`src/hdl/dsht_pkg.sv`:
```
package dsht_pkg;

    localparam int MaxEntries = 256;
    localparam int SlotW = 8;
    localparam int SizeW = 9;
    localparam int KeyW = 50;
    localparam int EntryW = 1 + KeyW + 32 + 32 + 8 + 8 + 24;
    localparam logic [31:0] FnvBasis = 32'd2166136261;
    localparam logic [31:0] FnvPrime = 32'd16777619;
    localparam logic [7:0] AuthUnknown = 8'd255;
    localparam logic [8:0] SmallMax = 9'd511;
    localparam logic [SizeW-1:0] SizeMax = 9'd256;

    typedef enum logic [1:0] {
        ST_UPDATED = 2'd0,
        ST_INSERTED = 2'd1,
        ST_FULL = 2'd2
    } status_t;

    typedef enum logic [0:0] {
        CFG_TABLE_SIZE = 1'b0,
        CFG_NOTABLE_MASK = 1'b1
    } cfg_index_t;

    typedef struct packed {
        logic [47:0] mac_address;
        logic radio_mode;
        logic random_flag;
        logic [31:0] hint_bits;
        logic signed [7:0] signal_level;
        logic [7:0] radio_channel;
        logic [7:0] auth_kind;
        logic [7:0] pairwise_cipher;
        logic [7:0] group_cipher;
    } sighting_t;

    typedef struct packed {
        logic [1:0] status;
        logic [7:0] slot;
        logic [31:0] entry_hits;
        logic [31:0] entry_hints;
        logic signed [7:0] entry_rssi;
        logic [7:0] entry_channel;
        logic [23:0] entry_security;
        logic [8:0] wifi_entries;
        logic [8:0] ble_entries;
        logic [8:0] notable_entries;
        logic [31:0] overflow_count;
        logic [63:0] total_sightings;
    } result_t;

    typedef struct packed {
        logic valid;
        logic [KeyW-1:0] key;
        logic [31:0] hits;
        logic [31:0] hints;
        logic [7:0] rssi;
        logic [7:0] channel;
        logic [23:0] security;
    } entry_t;

    typedef struct packed {
        sighting_t item;
        logic [31:0] hash;
        logic zero_size;
    } job_t;

    typedef enum logic [2:0] {
        FE_IDLE,
        FE_HASH,
        FE_PUSH
    } fe_state_t;

    typedef enum logic [2:0] {
        BE_IDLE,
        BE_MOD,
        BE_READ,
        BE_WAIT,
        BE_CHECK,
        BE_OUT
    } be_state_t;

endpackage

```
`src/hdl/dsht_front.sv`:
```
module dsht_front (
    input  logic                clk,
    input  logic                rst_n,
    input  logic                in_valid,
    output logic                in_stall,
    input  dsht_pkg::sighting_t in_data,
    input  logic [8:0]          size,
    output logic                job_valid,
    input  logic                job_stall,
    output dsht_pkg::job_t      job
);
    import dsht_pkg::*;

    fe_state_t state_reg, state_next;
    sighting_t item_reg, item_next;
    logic [31:0] hash_reg, hash_next;
    logic [3:0] step_reg, step_next;
    logic [31:0] feed;

    always_ff @(posedge clk or negedge rst_n)
    begin
        if (!rst_n)
        begin
            state_reg <= FE_IDLE;
            step_reg <= '0;
        end
        else
        begin
            state_reg <= state_next;
            step_reg <= step_next;
        end
    end

    always_ff @(posedge clk)
    begin
        item_reg <= item_next;
        hash_reg <= hash_next;
    end

    always_comb
    begin
        unique case (step_reg)
            4'd0: feed = {24'd0, item_reg.mac_address[47:40]};
            4'd1: feed = {24'd0, item_reg.mac_address[39:32]};
            4'd2: feed = {24'd0, item_reg.mac_address[31:24]};
            4'd3: feed = {24'd0, item_reg.mac_address[23:16]};
            4'd4: feed = {24'd0, item_reg.mac_address[15:8]};
            4'd5: feed = {24'd0, item_reg.mac_address[7:0]};
            4'd6: feed = {31'd0, item_reg.radio_mode};
            default: feed = {31'd0, item_reg.random_flag};
        endcase
    end

    always_comb
    begin
        state_next = state_reg;
        item_next = item_reg;
        hash_next = hash_reg;
        step_next = step_reg;
        in_stall = 1'b1;
        job_valid = 1'b0;
        job.item = item_reg;
        job.hash = hash_reg;
        job.zero_size = (size == '0);
        unique case (state_reg)
            FE_IDLE:
            begin
                in_stall = 1'b0;
                if (in_valid)
                begin
                    item_next = in_data;
                    hash_next = FnvBasis;
                    step_next = '0;
                    state_next = FE_HASH;
                end
            end
            FE_HASH:
            begin
                hash_next = (hash_reg ^ feed) * FnvPrime;
                step_next = step_reg + 4'd1;
                if (step_reg == 4'd7)
                begin
                    state_next = FE_PUSH;
                end
            end
            FE_PUSH:
            begin
                job_valid = 1'b1;
                if (!job_stall)
                begin
                    state_next = FE_IDLE;
                end
            end
            default: state_next = FE_IDLE;
        endcase
    end
endmodule

```
`config.mk`:
```
export PLATFORM = sky130hd
export DESIGN_NAME = dsht_front
export DESIGN_NICKNAME = d
export VERILOG_FILES = /design/src/hdl/dsht_pkg.sv /design/src/hdl/dsht_front.sv
export SDC_FILE = /design/constraint.sdc
export NUM_CORES = 1
export LEC_CHECK = 0
export BUFFER_PORTS_ARGS = -buffer_cell sky130_fd_sc_hd__buf_2
export CAP_MARGIN = 0
export CORE_UTILIZATION = 25
export DETAILED_ROUTE_END_ITERATION = 8
export PLACE_DENSITY = 0.55
export SETUP_SLACK_MARGIN = 0.02
export SLEW_MARGIN = 15
export SYNTH_ARGS = -nofsm -noshare
export SYNTH_HDL_FRONTEND = slang
export SYNTH_SLANG_ARGS = --single-unit
```
`constraint.sdc`:
```
create_clock -name clk -period 10.7 [get_ports clk]
set_input_delay 0.535 -clock clk [delete_from_list [all_inputs] [get_ports clk]]
set_output_delay 0.535 -clock clk [all_outputs]
set_load 0.01 [all_outputs]
```
Word level (Yosys, flattened, before mapping)
Index checks and enable logic that the tools add are counted.
Widths: inputs -> output; s select.

storage, ports and cells
  flip-flop bits (word level) = 161
  output and inout bits = 157

operators by class
  add/sub/neg operators = 1
  multipliers = 1
  equal/unequal tests = 12
  muxes and demuxes = 11
  bitwise logic cells = 1
  reduce and logical (&&, ||, !) cells = 7

operator list
  kind                    number
  $pmux 32 s2             1
  $pmux 8 s7              1
  $mul 32x25->32 const B  1
  $mux 32                 1
  $xor 32x32->32          1
  $eq 4x3->1 const B      4
  $logic_not 9->1         1
  $mux 3                  3
  $pmux 3 s3              1
  $eq 4x2->1 const B      2
  $pmux 4 s2              1
  $ne 2x2->1 const B      3
  $add 4x1->4 const B     1
  $eq 4x1->1 const B      1
  $logic_not 4->1         1
  $mux 4                  1
  $reduce_and 2->1        2
  $eq 3x1->1 const B      1
  $eq 3x2->1 const B      1
  $logic_not 3->1         1
  $reduce_and 3->1        1
  $mux 1                  2
  $reduce_bool 2->1       1

Depth between registers and ports, before layout
  word-level depth = 5
  gate-level depth with buffers = 28
  depth with buffers taken out = 25

Worst setup path before layout
OpenSTA, ideal clock, no wires.

  path kind = flip-flop to flip-flop
  start point = reg state_reg[1]
  end point = reg hash_reg[0] (enable)
  data arrival time = 7.267 ns
  required time = 10.312 ns
  path slack = 3.045 ns
  cell stages (with the launch flop) = 5
  path through = dfrtp_1 or2_2 nor2_1 nor2_1 inv_1

on the way
  longest elaborated chain between the ends = 3
  elaborated cells on any way between the ends = 5
  those cells by class = eq/ne: 2; reduce/logical: 3

ends and longest elaborated chain
  what                                                       line              text
  start: declaration                                         dsht_front.sv:14  fe_state_t state_reg, state_next;
  start signal: assignment                                   dsht_front.sv:29  state_reg <= state_next;
  $eq 3x1->1 or $logic_not 3->1 (tied branches)              dsht_front.sv:65  unique case (state_reg)
  $reduce_bool 2->1 (no line) or $ne 2x2->1 (tied branches)  -
  $reduce_and 2->1 (no line) *                               -
  end signal: assignment                                     dsht_front.sv:37  hash_reg <= hash_next;
  end: declaration                                           dsht_front.sv:16  logic [31:0] hash_reg, hash_next;

Every way passes the cells marked *; elsewhere a longest branch is shown, timed or not.
A chain may end at the register's enable or synchronous reset.

Final worst setup path
  start point = reg step_reg[0]
  end point = reg hash_reg[30] (data pin)

on the way
  longest elaborated chain between the ends = 5
  elaborated cells on any way between the ends = 11
  those cells by class = mul: 1; eq/ne: 6; mux: 2; bitwise: 1; reduce/logical: 1

ends and longest elaborated chain
  what                                      line              text
  start: declaration                        dsht_front.sv:17  logic [3:0] step_reg, step_next;
  start signal: assignment                  dsht_front.sv:30  step_reg <= step_next;
  $eq 4x3->1, or another cell as far along  dsht_front.sv:42  unique case (step_reg)
  $pmux 8 s7 *                              dsht_front.sv:42
  $xor 32x32->32 *                          dsht_front.sv:79  hash_next = (hash_reg ^ feed) * FnvPrime;
  $mul 32x25->32 *                          dsht_front.sv:79
  $pmux 32 s2 *                             dsht_front.sv:65

Marked as above.

==> metrics.md <==
| Metric | Value |
|---|---|
| Outcome | completed |
| Max Cap Viol | 0 |
| CTS Buffer Depth | 2 |
| Vias | 7912 |
| Pre-antenna DRT Iters | 7 |
| Cts repair resizes | 0 |
| Setup Crit Path Kind | flop to flop |
| HP Class | input port to flop |
| Num CTS Buffers | 17 |
| CTS tree | done |
| Post-synthesis cell area | 0.01129 mm2 |
| Number of DRC markers in iteration 0 | 357 |
| Post-DR wirelength/cell | 17.27 um |
| Worst slew pin tran | 0.9929 ns |
| Nets | 1609 |
| Minimum clock period | 7.645 ns |
| Hold Slack | 0.2499 ns |
| Crit path cell chain | inv_1 > ha_1 > a222oi_1 > a211o_1 > xor2_1 > inv_1 > ha_1 > ha_1 > fa_1 > ha_1 > fa_1 > ha_1 > inv_1 > fa_1 > inv_1 > ha_1 > and3_4 > nand4_4 > o31ai_1 > nand2_1 > o31ai_2 > nor4_1 > a221o_1 |
| Core outline area | 0.04441 mm2 |
| Adder-cell area share of the yosys netlist | 33.95% |
| Number of synthesized flops with an enable pin | 154 |
| CP most frequent cell | ha_1 |
| Number of cells on the critical path | 23 |
| Num ports | 292 |
| Worst setup SP type | flop |
| Die width | 214.5 um |
| Hold Crit Depth | 1 |
| Synth cell types | 61 |
| Commonest non-fill, non-tap cell in the layout | buf_2 |
| RSZ-0062 raised after global routing | no |
| Post-route setup TNS | 0 ns |
| Post-DRT Antenna Nets | 0 |
| Clk pin slew, worst setup/hold paths | 0.07 ns |
| First-pass GRT wire length | 48120 um |
| Async set-reset flop share out of synthesis | 3.750% |
| # DRC | 0 |
| Fmax | 130.8 MHz |
| Worst path bufs/invs | 4 |
| Critical path endpoint category | flop |
| Synth warn | 0 |
| CP Data Arrival Time | 7.85 ns |
| Post-synthesis mux area share | 0.08863% |
| Synth Instances | 912 |
| GP Congestion | 0.8370 |
| Pin count of the biggest net entering global routing | 67 |
| Starting Density | 25.43% |
| Commonest non-fill, non-tap cells in the layout | 291 x buf_2, 188 x ha_1, 186 x inv_1 |
| Total Die Area | 0.04603 mm2 |
| Clock latency at the later pin of the worst-skew pair | 0.45 ns |
| Synthesized net count | 1309 |
| Vias per inst | 4.350 |
| CTS root buf | clkbuf_16 |
| Cell family with most CP delay | adder cells |
| Antenna violations before repair | 7 |
| Sequential area share after synthesis | 42.28% |
| Filler cell count | 4554 |
| H-tree depth | 4 |
| Fin crit share | 71.45% |
| Die Y | 214.5 um |
| Slew Viols, Final | 0 |
| P&R area growth vs syn | 24.56% |
| Crit-path max cell delay | 0.58 ns |
| Routed Wire Length | 31410 um |
| Final count of negative-setup-slack endpoints | 0 |
| Max reg flops | 122 |
| Synth Flop Type | edfxtp_1 |
| Max stage delay cell, worst path | o31ai_1 |
| Synth Area in Simple Gates | 5.285% |
| Tot GR Track Use | 13.94% |
| CP required | 10.91 ns |
| Critical path fanouts, max | 17 |
| Main combinational cell family by area after synthesis | adder cells |
| Final HPWL DP | 25940 um |
| FF+latch count, synth | 160 |
| R2R cell count | 23 |
| Xor-xnor portion of the synthesized cell area | 3.335% |
| Slew margin rel. | 33.33% |
| Final-report hold violation count | 0 |
| Syn avg cell area | 12.38 um2 |
| Port Buffers | 291 |
| # rows | 77 |
| Complex-gate fraction of the synthesized area | 8.254% |
| Layout cells sized above 1 | 28.41% |
| CTS Sinks | 160 |
| Gr ovfl total | 0 |
| Vias in the first global route | 8427 |
| Final Skew | 0.01394 ns |
[worst paths after layout]
check	start	to	slack, ns
hold / removal	in_data[22]	job[55]	0.25
setup / recovery	step_reg[0]	hash_reg[30]	3.06
min in group asynchronous	rst_n	state_reg[1]	0.45
max in group asynchronous	rst_n	step_reg[3]	10.08
setup reg to reg	step_reg[0]	hash_reg[30]	3.06
hold reg to reg	step_reg[1]	step_reg[3]	0.63
[kinds of logic (layout without fill, tap and decap cells)]
kind of cell,count (synthesis),count (layout)
DFF,160,160
and+or+nand+nor,119,119
buffers and inverters,201,514
muxes,1,1
AOI/OAI and AO/OA,126,126
adders and majority gates,262,262
other,0,2
xor gates and xnor gates,43,43
[metrics by stage]
step | cells | area (um2) | setup WS (ns) | util (%)
finish | 1819 | 14070 | 3.055 | 31.67
global route | 1819 | 14070 | 2.637 | 31.67
CTS | 1817 | 14060 | 3.089 | 31.66
detailed placement | 1784 | 13460 | 3.126 | 30.30
global placement | 1784 | 13460 | 3.276 | 30.30
floorplan | 912 | 11290 | 3.045 | -
[cell type report]
| class | instances | area (um2) | share of cell area (%) |
|---|---|---|---|
| Tap cell | 592 | 740.7 | 5.266 |
| Clock buffer | 17 | 425.4 | 3.024 |
| Clock inverter | 15 | 167.7 | 1.192 |
| Antenna cell | 2 | 5.005 | 0.03558 |
| Timing Repair Buffer | 296 | 1496 | 10.64 |
| Multi-Input combinational cell | 551 | 5759 | 40.94 |
| Sequential cell | 160 | 4775 | 33.94 |
| Inverter | 186 | 698.2 | 4.963 |
[synth_stat cells (all sizes together), types with 2 or more instances]
cell / number / area share, %
and2: 4 / 0.22
dfrtp: 6 / 1.3
nand4: 2 / 0.24
a211oi: 5 / 0.44
o31ai: 7 / 0.55
a222oi: 7 / 0.62
inv: 186 / 6.2
a21o: 10 / 0.69
xnor2: 25 / 1.9
nand2b: 7 / 0.39
edfxtp: 154 / 41
a21boi: 2 / 0.17
nor3: 6 / 0.31
o211ai: 3 / 0.20
nor2: 33 / 1.1
o21bai: 4 / 0.30
xor2: 18 / 1.4
ha: 188 / 21
nor3b: 2 / 0.13
o21ai: 18 / 0.83
a211o: 4 / 0.31
nand2: 40 / 1.3
clkbuf: 13 / 0.43
nor2b: 7 / 0.39
nand3: 8 / 0.40
and3: 2 / 0.16
a22oi: 9 / 0.60
a2111oi: 4 / 0.32
o21a: 4 / 0.27
nor4: 4 / 0.22
buf: 2 / 0.20
a21oi: 34 / 1.7
fa: 74 / 13
a221o: 3 / 0.27
o22ai: 5 / 0.28
[routing by layer]
metal | GRT usage (%) | vias up | wire [um]
met3 | 4.270 | 42 | 2230
met2 | 23.43 | 262 | 14970
met1 | 16.83 | 3847 | 13540
met5 | 0 | - | 44
li1 | - | 3753 | -
met4 | 4.810 | 8 | 628
[what timing repair did]
action | 4_1_cts | 5_1_grt
setup buffers | 0 | 0
hold endpoints to repair | 6 | 0
endpoints found under the setup margin | 0 | 0
hold buffers | 1 | 0
Power is not shown: default switching activity piles up to over one toggle a cycle in this logic, so the estimate is an artifact.
